--- src/hdl/slfc_pkg.sv ---
`default_nettype none
package slfc_pkg;

	localparam int W           = 256;
	localparam int FRAC_BITS   = 16;
	localparam int QUEUE_DEPTH = 4;
	localparam int IDX_W       = 21;
	localparam int N_W         = IDX_W + 1;
	localparam int DIFF_W      = 65;
	localparam int PEN_W       = 63;
	localparam int ADDR_W      = 4;

	localparam logic REG_PENALTY = 1'b0;

	localparam logic [63:0] POS_MAX = 64'h7FFF_FFFF_FFFF_FFFF;
	localparam logic [63:0] NEG_MIN = 64'h8000_0000_0000_0000;

	typedef struct packed {
		logic                        bad;
		logic [N_W-1:0]              n;
		logic [4:0][DIFF_W-1:0]      d;
	} entry_t;

	function automatic logic [W-1:0] neg256(input logic [W-1:0] a);
		return ~a + W'(1);
	endfunction

	function automatic logic [W-1:0] abs256(input logic [W-1:0] a);
		return a[W-1] ? neg256(a) : a;
	endfunction

	function automatic logic [63:0] sat64(input logic [W-1:0] a);
		logic fits;
		fits = (a[W-1:63] == '0) || (a[W-1:63] == '1);
		if (fits)
			return a[63:0];
		return a[W-1] ? NEG_MIN : POS_MAX;
	endfunction

	function automatic logic [W-1:0] sext65(input logic [DIFF_W-1:0] a);
		return {{(W-DIFF_W){a[DIFF_W-1]}}, a};
	endfunction

endpackage
`default_nettype wire

--- src/hdl/slfc_queue.sv ---
`default_nettype none
module slfc_queue #(
	parameter int DEPTH = slfc_pkg::QUEUE_DEPTH
) (
	input  wire logic              clk,
	input  wire logic              arst_n,
	input  wire slfc_pkg::entry_t  wr_data,
	input  wire logic              wr_valid,
	output logic                   wr_ready,
	output slfc_pkg::entry_t       rd_data,
	output logic                   rd_valid,
	input  wire logic              rd_ready
);
	localparam int PW = (DEPTH > 1) ? $clog2(DEPTH) : 1;
	localparam int CW = $clog2(DEPTH + 1);

	slfc_pkg::entry_t mem_q [DEPTH];
	logic [PW-1:0]    wp_q, rp_q;
	logic [CW-1:0]    cnt_q;
	logic             push, pop;

	assign wr_ready = cnt_q != CW'(DEPTH);
	assign rd_valid = cnt_q != '0;
	assign rd_data  = mem_q[rp_q];
	assign push     = wr_valid && wr_ready;
	assign pop      = rd_valid && rd_ready;

	always_ff @(posedge clk) begin
		if (push) begin
			mem_q[wp_q] <= wr_data;
		end
	end

	always_ff @(posedge clk or negedge arst_n) begin
		if (!arst_n) begin
			wp_q  <= '0;
			rp_q  <= '0;
			cnt_q <= '0;
		end else begin
			if (push) begin
				wp_q <= (wp_q == PW'(DEPTH - 1)) ? '0 : wp_q + PW'(1);
			end
			if (pop) begin
				rp_q <= (rp_q == PW'(DEPTH - 1)) ? '0 : rp_q + PW'(1);
			end
			if (push && !pop) begin
				cnt_q <= cnt_q + CW'(1);
			end else if (pop && !push) begin
				cnt_q <= cnt_q - CW'(1);
			end
		end
	end
endmodule
`default_nettype wire

--- config.mk ---
export PLATFORM = sky130hd
export DESIGN_NAME = slfc_queue
export DESIGN_NICKNAME = d
export VERILOG_FILES = /design/src/hdl/slfc_pkg.sv /design/src/hdl/slfc_queue.sv
export SDC_FILE = /design/constraint.sdc
export NUM_CORES = 1
export LEC_CHECK = 0
export ABC_AREA = 1
export BUFFER_PORTS_ARGS = -buffer_cell sky130_fd_sc_hd__buf_2
export CAP_MARGIN = 30
export CORE_AREA = 2 2 380 382
export CTS_CLUSTER_SIZE = 14
export DETAILED_ROUTE_END_ITERATION = 10
export DIE_AREA = 0 0 382 384
export GPL_TIMING_DRIVEN = 0
export MAX_ROUTING_LAYER = met4
export PLACE_DENSITY_LB_ADDON = 0.25
export SYNTH_ARGS = -nofsm -noshare
export SYNTH_HDL_FRONTEND = slang
export SYNTH_SLANG_ARGS = --single-unit
--- constraint.sdc ---
create_clock -name clk -period 42.8 [get_ports clk]
set_clock_uncertainty 0.2 [all_clocks]
set_input_delay 12.84 -clock clk [delete_from_list [all_inputs] [get_ports clk]]
set_output_delay 12.84 -clock clk [all_outputs]
set_load 0.05 [all_outputs]
# Yosys cells after proc, flatten, opt, wreduce, memory -nomap -nowiden
# Memories as Yosys holds them, arrays and structs flattened.
# Index checks and enable logic that the tools add are counted.
[classes]
add_sub_neg = 4
n_eq_ne = 3
muxes = 6
reduce_logical = 8
[op_table]
columns = ["operator", "n"]
rows = [
  ["3-bit two-way mux", 2],
  ["2-bit by 1-bit adder with 2-bit output, second input constant", 2],
  ["2-bit equality test, second input constant", 2],
  ["1-bit logical AND", 4],
  ["2-bit two-way mux", 2],
  ["3-bit by 1-bit adder with 3-bit output, second input constant", 1],
  ["3-bit != test, second input constant", 1],
  ["3-bit nonzero test", 1],
  ["3-bit by 1-bit subtractor with 3-bit output, second input constant", 1],
  ["1-bit logical NOT", 2],
  ["1-bit two-way mux", 2],
  ["2-bit nonzero test", 1],
]
[word_totals]
register_bits = 7
ramBits = 1392
in_bits = 352
out_inout_bits = 350
memories = 1
[mem_list]
columns = ["memory", "words", "width", "read_ports", "rd_clocked_by_memory_dff", "wr", "line", "rtl"]
rows = [
  ["mem_q", 4, 348, 1, 0, 1, "slfc_queue.sv:17", "slfc_pkg::entry_t mem_q [DEPTH];"],
]

# Longest topological paths before layout
[depth]
depth_word = 6
ltp_mapped = 12
mapped_depth_nobuf = 12

# Least setup slack after synthesis
# Ideal clock, no wire load.
[synth_timing]
path_kind = "input port to flip-flop"
start = "input port wr_valid"
end = "memory mem_q[0][0] in the netlist's numbering, enable pin"
setup_ns = 1.067
arrival_ns = 27.453
required_time_ns = 41.533
setup_slack_ns = 14.080
stages = 2
n_path_buf = 0
path_cell_list = "nand2_1 > nor2_1"
[synth_between]
elab_chain_len = 3
[synth_rtl]
columns = ["element", "line", "rtl"]
rows = [
  ["from (decl)", "slfc_queue.sv:8", "input wire logic wr_valid,"],
  ["1-bit logical AND", "slfc_queue.sv:25", "assign push = wr_valid && wr_ready;"],
  ["1-bit two-way mux", "slfc_queue.sv:29", "if (push) begin"],
  ["1-bit two-way mux (not written as such)", "slfc_queue.sv:30", "mem_q[wp_q] <= wr_data;"],
  ["to (decl)", "slfc_queue.sv:17", ""],
]
# Every way passes these cells.

==> results by group <==
Layout
  • NumNets Final: 5,393
  • Area delta synth->final: 21.2%
  • Multi-input logic area: 10,700 um^2
  • Share of cells above drive strength 1: 26.8%
  • # fillers: 12,525
  • Core Util, Final: 48.1%
  • Final non-filler cell total: 7,122
  • FF/Latch Area: 42,000 um^2

Critical path
  • CP Data Arrival Time: 3180 ps
  • Critical path required time: 29,760 ps
  • Reg2Reg Capture Point: mem_q[1][222]$_DFFE_PP_
  • Depth of the most critical reg-to-reg path: 9
  • Crit path max fanout: 11
  • Reg2reg start: cnt_q[0]$_DFFE_PN0P_
  • CP endpoint kind: primary output
  • FF-to-FF setup slack: 39,450 ps
  • Worst Setup Start Kind: flop
  • Crit path kind: flop to primary output

Timing
  • Fmax: 61.7 MHz
  • Relative slew slack: 42.6%
  • Final min period: 16,220 ps
  • Fin. max-slew vios: 0
  • RSZ-0062 raised after global routing: false
  • Actual slew at the worst max-slew pin: 859 ps
  • Setup TNS: 0 ps
  • Hold Fails Final Rpt: 0
  • Final period util: 37.9%
  • Finish-stage setup viols: 0

Clock network
  • CTS Hold Buffers Added: 0
  • Post-CTS setup buffers: 0
  • CTS Buf Count: 151
  • Worst-skew pair later-pin latency: 770 ps
  • CTS tree: yes
  • Clk slew on worst S/H paths: 60 ps
  • Post-cts resize count: 0
  • Clock root cell: clkbuf_16
  • Num Clock Sinks: 1,399
  • Clock tree buffer depth: 3
  • H-tree depth: 4

Synth
  • Sequential area share after synthesis: 74.0%
  • Post-Syn Nets: 4,478
  • Most common cell in the synthesized netlist: edfxtp_1
  • Synth Area in Compound Gates: 11.4%
  • Commonest cells in the netlist: edfxtp_1 (1,392), nand2_1 (1,059), inv_1 (709), o211ai_1 (446), o211ai_2 (250)
  • Ys Warns: 0
  • Synth Area in Adders: 0.168%
  • Simple-gate portion of the synthesized area: 7.12%
  • XOR/XNOR share of the synthesized area: 0.0154%
  • Average cell area after synthesis: 13.8 um^2
  • Cell taking the most area after synthesis: edfxtp_1
  • Largest family of logic cells by synthesized area: compound AO/OA/AOI/OAI gates
  • Syn Inst Count: 4,119
  • Mux contribution to synthesized area: 0%
  • Synthesized flop and latch total: 1,399
  • Synth top area share: 73.7%
  • Main area contributors after synthesis: edfxtp_1 (74%), nand2_1 (7.0%), o211ai_1 (5.9%), o211ai_2 (5.5%), inv_1 (4.7%)
  • Main synth FF type: edfxtp_1
  • Synth unique cells: 19
  • Post-Syn Area: 56,700 um^2
  • Fraction of registers with async set/reset: 0.500%
  • Number of flops mapped to enable cells by yosys: 1,392

Route
  • Routed vias: 34,516
  • WL final: 157,000 um
  • ANT nets after route: 0
  • Wire per inst: 22.0 um
  • DRT Pass-1 Iters: 5
  • Iteration-0 DRC Markers: 2,257
  • Vias per cell: 4.85
  • DRC errors left: 0

Place
  • Post-detail-place hpwl: 110,000 um
  • DP Cell Count: 6,784
  • I/O Buffers: 701
  • GP Congestion: 0.796

GRT
  • Initial antenna violation count: 73
  • Met3 Use GR: 7.58%
  • Global routing's busiest layer: met2
  • Total Routing Usage GR: 21.7%
  • Largest net degree at the start of global routing: 29
  • Met1 Resource Use GR: 26.6%
  • Grt ovf: 0
  • Vias in the first global route: 33,923
  • M2 GR Usage: 34.0%
  • Global-route wire length before repair: 226,000 um

Floorplan
  • Die area: 147,000 um^2
  • Die Width: 382 um
  • Chip height: 384 um
  • FP Rows: 139
  • Core area: 143,000 um^2
  • I/O Pins: 702
  • Initial Util: 39.7%

Min path
  • WHS Path Cells: 2
  • Worst hold path startpoint: cnt_q[2]$_DFFE_PN0P_
  • Worst Hold Class: flop to flop
  • Min-Delay Endpoint: cnt_q[2]$_DFFE_PN0P_

Status
  • Status: finished, final reports clean

Power
  • Worst VDD drop: 0.0000592 V
  • Leakage power: 0.0272 uW
  • Pwr Total: 5760 uW
  • Cell Pwr Density: 83.8 nW/um^2

Flow run
  • Max Cap Violations: 0
==> per-stage QoR <==
stage / setup WS [ps] / instance area, um^2 / hold WS, ps
2_1_floorplan: 14080 / 56700 / 263
3_3_place_gp: 661 / 62600 / 280
3_5_place_dp: 27170 / 63900 / 289
4_1_cts: 26380 / 68500 / 302
5_1_grt: 26370 / 68700 / 331
6_report: 26580 / 68700 / 296
==> routing by layer <==
layer,routed length (um),up-vias
met5,0,-
met4,3900,0
met3,14600,222
met2,74400,1085
met1,63800,16809
li1,-,16400
==> worst max path at each step <==
stage	startpoint	endpoint	slack (ps)	cells after the start
CTS	rp_q[0]$_DFFE_PN0P_	rd_data[75]	26380	6
global placement	wr_valid	mem_q[3][191]$_DFFE_PP_	660	3
floorplan	wr_valid	mem_q[0][0]$_DFFE_PP_	14080	2
global route	rp_q[1]$_DFFE_PN0P_	rd_data[251]	26370	6
detailed placement	wr_valid	mem_q[1][204]$_DFFE_PP_	27170	8
finish	rp_q[0]$_DFFE_PN0P_	rd_data[75]	26580	6
==> cell type report <==
cell class,count,area share [%]
antenna,76,0.277
buffer,232,2.11
clock buffer,194,5.95
clock inverter,68,0.799
inverter,710,3.88
multi-input combinational,1778,15.5
sequential,1399,61.1
tap,1903,3.46
timing repair buffer,762,6.96
==> worst max-delay path, cell delays in order (launching register included) <==
cell and delay, ps:
dfrtp_1 410, buf_4 280, buf_4 330, clkbuf_1 690, o211ai_1 200, nand2_1 150, buf_2 330
==> cell usage in the layout (no fill, tap or decap), types with 2 or more instances in the layout <==
master,count
clkinv_1,34
buf_2,789
edfxtp_1,1392
nor2_4,4
clkinv_4,2
buf_12,54
clkinv_8,3
clkbuf_16,158
nor2_1,2
o211ai_2,250
inv_1,709
inv_6,4
ha_1,6
clkinv_2,15
nand3_1,7
buf_4,32
bufinv_16,7
clkbuf_1,101
diode_2,76
buf_6,46
nand2_1,1059
clkinvlp_4,2
o211ai_1,446
buf_16,7
dfrtp_1,7
==> sequential cells by signal, indices dropped and copies added, names as in the netlist <==
register and count:
mem_q 1392, cnt_q 3, rp_q 2, wp_q 2
==> kinds of logic after synthesis <==
logic type,after synthesis
AND/OR/NAND/NOR,1073
adder cells (fa/ha/maj),7
buffers and inverters,942
flip-flops,1399
XOR/XNOR,1
AO/OA/AOI/OAI,697
==> power breakdown <==
part	internal [uW]	switching [uW]	leakage (uW)	total [uW]
Clock	714	519	0.00226	1230
Combinational	619	2060	0.0121	2670
Sequential	1790	57.8	0.0128	1850
Total	3120	2630	0.0272	5760
No activity file was read; power rests on OpenSTA's default activity.
