===== src/hdl/slfc_pkg.sv =====
`default_nettype none
package slfc_pkg;

	localparam int W           = 256;
	localparam int FRAC_BITS   = 16;
	localparam int QUEUE_DEPTH = 4;
	localparam int IDX_W       = 21;
	localparam int N_W         = IDX_W + 1;
	localparam int DIFF_W      = 65;
	localparam int PEN_W       = 63;
	localparam int ADDR_W      = 4;

	localparam logic REG_PENALTY = 1'b0;

	localparam logic [63:0] POS_MAX = 64'h7FFF_FFFF_FFFF_FFFF;
	localparam logic [63:0] NEG_MIN = 64'h8000_0000_0000_0000;

	typedef struct packed {
		logic                        bad;
		logic [N_W-1:0]              n;
		logic [4:0][DIFF_W-1:0]      d;
	} entry_t;

	function automatic logic [W-1:0] neg256(input logic [W-1:0] a);
		return ~a + W'(1);
	endfunction

	function automatic logic [W-1:0] abs256(input logic [W-1:0] a);
		return a[W-1] ? neg256(a) : a;
	endfunction

	function automatic logic [63:0] sat64(input logic [W-1:0] a);
		logic fits;
		fits = (a[W-1:63] == '0) || (a[W-1:63] == '1);
		if (fits)
			return a[63:0];
		return a[W-1] ? NEG_MIN : POS_MAX;
	endfunction

	function automatic logic [W-1:0] sext65(input logic [DIFF_W-1:0] a);
		return {{(W-DIFF_W){a[DIFF_W-1]}}, a};
	endfunction

endpackage
`default_nettype wire


===== src/hdl/slfc_item_if.sv =====
`default_nettype none
interface slfc_item_if;
	logic               valid;
	logic               ready;
	logic [20:0]        start_index;
	logic [20:0]        end_index;
	logic signed [63:0] before_sum_xy;
	logic signed [63:0] before_sum_x;
	logic signed [63:0] before_sum_y;
	logic signed [63:0] before_sum_xx;
	logic signed [63:0] before_sum_yy;
	logic signed [63:0] end_sum_xy;
	logic signed [63:0] end_sum_x;
	logic signed [63:0] end_sum_y;
	logic signed [63:0] end_sum_xx;
	logic signed [63:0] end_sum_yy;

	modport source (output valid, start_index, end_index, before_sum_xy, before_sum_x,
		before_sum_y, before_sum_xx, before_sum_yy, end_sum_xy, end_sum_x, end_sum_y,
		end_sum_xx, end_sum_yy, input ready);
	modport sink (input valid, start_index, end_index, before_sum_xy, before_sum_x,
		before_sum_y, before_sum_xx, before_sum_yy, end_sum_xy, end_sum_x, end_sum_y,
		end_sum_xx, end_sum_yy, output ready);
endinterface
`default_nettype wire


===== src/hdl/slfc_front.sv =====
`default_nettype none
module slfc_front (
	input  wire logic           clk,
	input  wire logic           arst_n,
	slfc_item_if.sink           item,
	output slfc_pkg::entry_t    ent,
	output logic                ent_valid,
	input  wire logic           ent_ready
);
	logic             vld_s1;
	slfc_pkg::entry_t ent_s1;
	slfc_pkg::entry_t ent_nx;

	assign item.ready = !vld_s1 || ent_ready;
	assign ent        = ent_s1;
	assign ent_valid  = vld_s1;

	always_comb begin
		ent_nx.bad = item.start_index > item.end_index;
		ent_nx.n   = {1'b0, item.end_index} - {1'b0, item.start_index} +
			slfc_pkg::N_W'(1);
		ent_nx.d[0] = {item.end_sum_xy[63], item.end_sum_xy} -
			{item.before_sum_xy[63], item.before_sum_xy};
		ent_nx.d[1] = {item.end_sum_x[63], item.end_sum_x} -
			{item.before_sum_x[63], item.before_sum_x};
		ent_nx.d[2] = {item.end_sum_y[63], item.end_sum_y} -
			{item.before_sum_y[63], item.before_sum_y};
		ent_nx.d[3] = {item.end_sum_xx[63], item.end_sum_xx} -
			{item.before_sum_xx[63], item.before_sum_xx};
		ent_nx.d[4] = {item.end_sum_yy[63], item.end_sum_yy} -
			{item.before_sum_yy[63], item.before_sum_yy};
	end

	always_ff @(posedge clk or negedge arst_n) begin
		if (!arst_n) begin
			vld_s1 <= 1'b0;
		end else if (item.ready) begin
			vld_s1 <= item.valid;
		end
	end

	always_ff @(posedge clk) begin
		if (item.valid && item.ready) begin
			ent_s1 <= ent_nx;
		end
	end
endmodule
`default_nettype wire


===== src/flat_wrapper.sv =====
// flat-port wrapper written by rule: the top's interface ports become plain ports
module slfc_front_flat 
  (clk, arst_n, ent, ent_valid, ent_ready, item_valid, item_start_index, item_end_index, item_before_sum_xy, item_before_sum_x, item_before_sum_y, item_before_sum_xx, item_before_sum_yy, item_end_sum_xy, item_end_sum_x, item_end_sum_y, item_end_sum_xx, item_end_sum_yy, item_ready);
  slfc_item_if item_i ();
  input  wire logic clk;
  input  wire logic arst_n;
  output slfc_pkg::entry_t ent;
  output logic ent_valid;
  input  wire logic ent_ready;
  input wire logic [$bits(item_i.valid)-1:0] item_valid;
  input wire logic [$bits(item_i.start_index)-1:0] item_start_index;
  input wire logic [$bits(item_i.end_index)-1:0] item_end_index;
  input wire logic [$bits(item_i.before_sum_xy)-1:0] item_before_sum_xy;
  input wire logic [$bits(item_i.before_sum_x)-1:0] item_before_sum_x;
  input wire logic [$bits(item_i.before_sum_y)-1:0] item_before_sum_y;
  input wire logic [$bits(item_i.before_sum_xx)-1:0] item_before_sum_xx;
  input wire logic [$bits(item_i.before_sum_yy)-1:0] item_before_sum_yy;
  input wire logic [$bits(item_i.end_sum_xy)-1:0] item_end_sum_xy;
  input wire logic [$bits(item_i.end_sum_x)-1:0] item_end_sum_x;
  input wire logic [$bits(item_i.end_sum_y)-1:0] item_end_sum_y;
  input wire logic [$bits(item_i.end_sum_xx)-1:0] item_end_sum_xx;
  input wire logic [$bits(item_i.end_sum_yy)-1:0] item_end_sum_yy;
  output wire logic [$bits(item_i.ready)-1:0] item_ready;
  assign item_i.valid = item_valid;
  assign item_i.start_index = item_start_index;
  assign item_i.end_index = item_end_index;
  assign item_i.before_sum_xy = item_before_sum_xy;
  assign item_i.before_sum_x = item_before_sum_x;
  assign item_i.before_sum_y = item_before_sum_y;
  assign item_i.before_sum_xx = item_before_sum_xx;
  assign item_i.before_sum_yy = item_before_sum_yy;
  assign item_i.end_sum_xy = item_end_sum_xy;
  assign item_i.end_sum_x = item_end_sum_x;
  assign item_i.end_sum_y = item_end_sum_y;
  assign item_i.end_sum_xx = item_end_sum_xx;
  assign item_i.end_sum_yy = item_end_sum_yy;
  assign item_ready = item_i.ready;
  slfc_front u_core (.clk(clk), .arst_n(arst_n), .item(item_i), .ent(ent), .ent_valid(ent_valid), .ent_ready(ent_ready));
endmodule

===== config.mk =====
export PLATFORM = sky130hd
export DESIGN_NAME = slfc_front_flat
export DESIGN_NICKNAME = d
export VERILOG_FILES = /design/src/hdl/slfc_pkg.sv /design/src/hdl/slfc_item_if.sv /design/src/hdl/slfc_front.sv /design/src/flat_wrapper.sv
export SDC_FILE = /design/constraint.sdc
export NUM_CORES = 1
export LEC_CHECK = 0
export ABC_AREA = 1
export ABC_CLOCK_PERIOD_IN_PS = 48100
export BUFFER_PORTS_ARGS = -buffer_cell sky130_fd_sc_hd__buf_4
export CAP_MARGIN = 20
export CORE_AREA = 2 2 398 400
export CTS_CLUSTER_SIZE = 20
export DETAILED_ROUTE_END_ITERATION = 8
export DIE_AREA = 0 0 400 402
export MAX_ROUTING_LAYER = met4
export PLACE_DENSITY = 0.53
export SLEW_MARGIN = 20
export SYNTH_ARGS = -nofsm -noshare
export SYNTH_HDL_FRONTEND = slang
export SYNTH_SLANG_ARGS = --single-unit

===== constraint.sdc =====
create_clock -name clk -period 48.1 [get_ports clk]
set_clock_uncertainty 0.15 [all_clocks]
set_input_delay 4.81 -clock clk [delete_from_list [all_inputs] [get_ports clk]]
set_output_delay 4.81 -clock clk [all_outputs]
set_load 0.02 [all_outputs]

# Word level (Yosys, flattened, before mapping)

Cells that the tools add are included.

Register bits after elaboration: 349
Logic and storage cells: 19

$add $sub $neg: 7
Order comparisons: 1
Reduce and logical (&&, ||, !) cells: 3

Operators by type and width:

| kind                                                             | count |
|---|---|
| 64-bit by 64-bit subtractor with 65-bit output                   | 5 |
| 22-bit by 1-bit adder with 22-bit output (second input constant) | 1 |
| 21-bit by 21-bit subtractor with 22-bit output                   | 1 |
| 21-bit > comparator                                              | 1 |
| 1-bit logical AND                                                | 1 |
| 1-bit logical NOT                                                | 1 |
| 1-bit logical OR                                                 | 1 |

# Depth between registers and ports, before layout

Word-level depth: 3
Gate-level depth with buffers: 16

# Worst setup path after synthesis

Ideal clock, no wire load.

Path type: in2reg
From: input port item_valid
To: register u_core.ent_s1, in the netlist u_core.ent[0], enable pin
Library setup time: 1.175 ns
Stages: 2
Arrival: 21.521 ns
Buffers on the path: 0
Setup slack: 25.253 ns
Data required time: 46.775 ns
Cell sequence: inv_1 a21oi_1

Word-level cells in the longest chain between the ends: 1

RTL lines:

| item                 | line               | RTL |
|---|---|---|
| from (decl)          | flat_wrapper.sv:10 | `input wire logic [$bits(item_i.valid)-1:0] item_valid;` |
| 1-bit logical AND    | slfc_front.sv:43   | `if (item.valid && item.ready) begin` |
| to (signal assigned) | slfc_front.sv:44   | `ent_s1 <= ent_nx;` |
| to (decl)            | slfc_front.sv:11   | `slfc_pkg::entry_t ent_s1;` |

No other way between the ends.
A chain may end at the register's enable or synchronous reset.

# Worst setup path after layout

From: input port ent_ready
To: output port item_ready

Word-level cells in the longest chain between the ends: 1

RTL lines:

| item             | line               | RTL |
|---|---|---|
| from (decl)      | flat_wrapper.sv:9  | `input wire logic ent_ready;` |
| 1-bit logical OR | slfc_front.sv:14   | `assign item.ready = !vld_s1 \|\| ent_ready;` |
| to (decl)        | flat_wrapper.sv:23 | `output wire logic [$bits(item_i.ready)-1:0] item_ready;` |

No other way between the ends.

==> run metrics <==
top cells by area, synth nand2_1 28%, edfxtp_1 24%, inv_1 18%; Area Overhead vs Synth 28.0%; switching portion of total power 41.5%; first-pass GRT wire length 306000 um; area of the multi-input gates 25300 um^2; GRT Total Usage 26.8%; Max Cap Viol 0; Pint 0.830 mW; Final Critical Period 10.30 ns; TritonCTS clock tree done; CORE AREA approximately 160000 um^2; Levels on crit path 4; final setup vio count 0; total number of vias just under 50000; DR WL/cell 20.0 um; Synth Net Count 8692; Die W about 400 um; Die H 402 um; power density over the cells 25.4 nW/um^2; cells after synthesis 7618; Util after Layout 35.5%; Switch Pwr 0.588 mW; Sequential Area 10500 um^2; WL met1 94400 um; FMAX 97.0 MHz; Most common cell on crit path buf_4; DRC Markers 0; vias in the first global route 46600; num ports 1036; register share of total power 28.8%; Avg Cell Area, Syn 5.72 um^2; Worst Setup Start Kind input port; Post-Syn Area 43600 um^2; Netlist cell types 32; CTS H-tree lvls 2; Ys Warns 0; worst IR drop on VDD 0.0000264 V; Initial DRT Pass Iterations 6; crit path kind input port to output port; Fillers 17800; setup bufs post-CTS 0; Cell Chain, Critical Path buf_4 > inv_1 > nand2_1 > buf_4; Hold Buf Count CTS 0; top-count cell post-synth nand2_1; CTS resizes 0; initial antenna violation count 24; number of synthesized flops with an enable pin 348; slowest CP cell buf_4; Final period util 21.4%; Reg-to-Reg Start u_core.ent_valid$_DFFE_PN0N_; Slew headroom about a third; combinational power share a little over two fifths; TNS Setup 0 ns; FF-to-FF setup slack 43.38 ns; unrepaired setup endpoints after global routing no; leakage approximately 34 nW; worst hold path class flip-flop to flip-flop; drt first-iter violations 3169; Placer Congestion 1.02; area leader, netlist nand2_1; Crit path max-delay family buffers and inverters; clock share of power 29.2%; Buf/Inv on CP 3; Worst R2R Path Depth 5; WL met2 ~100000 um; # rows approximately 150; die area roughly 160000 um^2; worst setup path endpoint item_ready; post-synthesis sequential area ratio 24.1%; Primary FF master, synth edfxtp_1; Worst Setup SP ent_ready; Slew @ Worst Pin between 0.9 and 1 ns; worst-skew pair later-pin latency 0.63 ns; status complete, no violations; overflow left after global routing 0; Num Clock Sinks 349; final hold vios 0; Vias/cell around 4.5; asr flop ratio synth 0.287%; Post-synth top cells 3201 x nand2_1, 2072 x inv_1, 589 x nor2_1, 381 x ha_1, 348 x edfxtp_1; CP max stage delay around 0.18 ns; largest net degree at the start of global routing 65; clock transition at the registers of the reported paths 0.05 ns; WL final 217000 um; max-slew violations 0; Initial Util 27.7%; Synth top area share 27.6%; Port Buffers ~1000; clock root cell clkbuf_16; synthesized flop and latch total between 300 and 400; Final ANT Viol Nets 0; crit path DAT between 5 and 6 ns; clk buf depth 3; critical path required time 43.14 ns; hpwl dp 193000 um; Max Fanout on Critical Path 2; share of layout cells above drive strength 1 14.4%; nets@finish 9784; CP Capture Type output port; CTS Buf Count 51; RR Endpoint u_core.ent[133]$_DFFE_PP_; routed wl met3 12800 um; uppermost layer routed met4
cell families after synthesis:
group / Yosys count / synth area share, %
DFF: 349 / 24.1
xor gates and xnor gates: 169 / 3.40
buffers and inverters: 2076 / 17.9
adders and majority gates: 388 / 11.3
AOI/OAI and AO/OA: 269 / 3.15
and+or+nand+nor: 4367 / 40.2
layer usage:
| metal | up-vias | GRT usage (%) |
|---|---|---|
| li1 | 24700 | - |
| met1 | 21800 | 33.4 |
| met2 | 1505 | 44.5 |
| met3 | 244 | 3.55 |
| met4 | 0 | 8.95 |
| met5 | - | - |
area by class of cell:
| cell class | instances | share of cell area, % |
|---|---|---|
| antenna | 15 | 0.0673 |
| multi-input combinational | 5193 | 45.3 |
| clock inverter | 34 | 0.767 |
| sequential | 349 | 18.8 |
| inverter | 2073 | 14.0 |
| clock buffer | 60 | 2.37 |
| tap | 2072 | 4.65 |
| timing repair buffer | 1042 | 14.1 |
metrics by stage:
step           hold WS, ns  setup WS, ns  instances  total power, mW  cell area (um^2)
2_1_floorplan        0.618         25.25       7618            0.749             43600
3_3_place_gp         0.738         37.77      10700             1.01             53900
3_5_place_dp         0.738         37.79      10700             1.01             53900
4_1_cts              0.745         37.78      10800             1.43             55700
5_1_grt              0.719         37.77      10800             1.50             55800
6_report             0.688         37.80      10800             1.42             55800
placed cells by master (no fill, tap or decap), drive strengths merged:
cell type / netlist / layout
o21ai: 20 / 20
o211ai: 1 / 1
nand3: 302 / 302
clkinv: 0 / 15
bufinv: 0 / 8
fa: 7 / 7
ha: 381 / 381
a211oi: 1 / 1
or2: 14 / 14
edfxtp: 348 / 348
o21bai: 3 / 3
diode: 0 / 15
clkinvlp: 0 / 5
nor2: 625 / 625
xor2: 164 / 164
clkbuf: 0 / 60
nor3b: 1 / 1
inv: 2073 / 2079
buf: 3 / 1042
o21a: 3 / 3
nand4: 68 / 68
nand3b: 9 / 9
nor3: 82 / 82
a21oi: 237 / 237
nand2: 3256 / 3256
dfrtp: 1 / 1
nor4: 10 / 10
a21o: 2 / 2
xnor2: 5 / 5
a31oi: 2 / 2
worst min path at each step:
stage	start	to	slack, ns	cells past startpoint
floorplan	u_core.ent_valid$_DFFE_PN0N_	u_core.ent_valid$_DFFE_PN0N_	0.62	2
global placement	u_core.ent_valid$_DFFE_PN0N_	u_core.ent_valid$_DFFE_PN0N_	0.74	2
detailed placement	u_core.ent_valid$_DFFE_PN0N_	u_core.ent_valid$_DFFE_PN0N_	0.74	2
CTS	u_core.ent_valid$_DFFE_PN0N_	u_core.ent_valid$_DFFE_PN0N_	0.74	2
global route	u_core.ent_valid$_DFFE_PN0N_	u_core.ent_valid$_DFFE_PN0N_	0.72	2
finish	u_core.ent_valid$_DFFE_PN0N_	u_core.ent[68]$_DFFE_PP_	0.69	1
power groups by stage:
stage | clock network (mW) | registers, mW | logic, mW
after global routing | 0.437 | 0.410 | 0.651
after floorplan | 0 | 0.454 | 0.295
after CTS | 0.427 | 0.409 | 0.595
after detailed placement | 0 | 0.414 | 0.592
final | 0.414 | 0.409 | 0.595
after global placement | 0 | 0.415 | 0.592
flip-flops by register name, indices dropped and copies added, names as in the netlist:
| signal | cells |
|---|---|
| u_core.ent | 348 |
| u_core.ent_valid | 1 |
(Power assumes the default switching activity.)
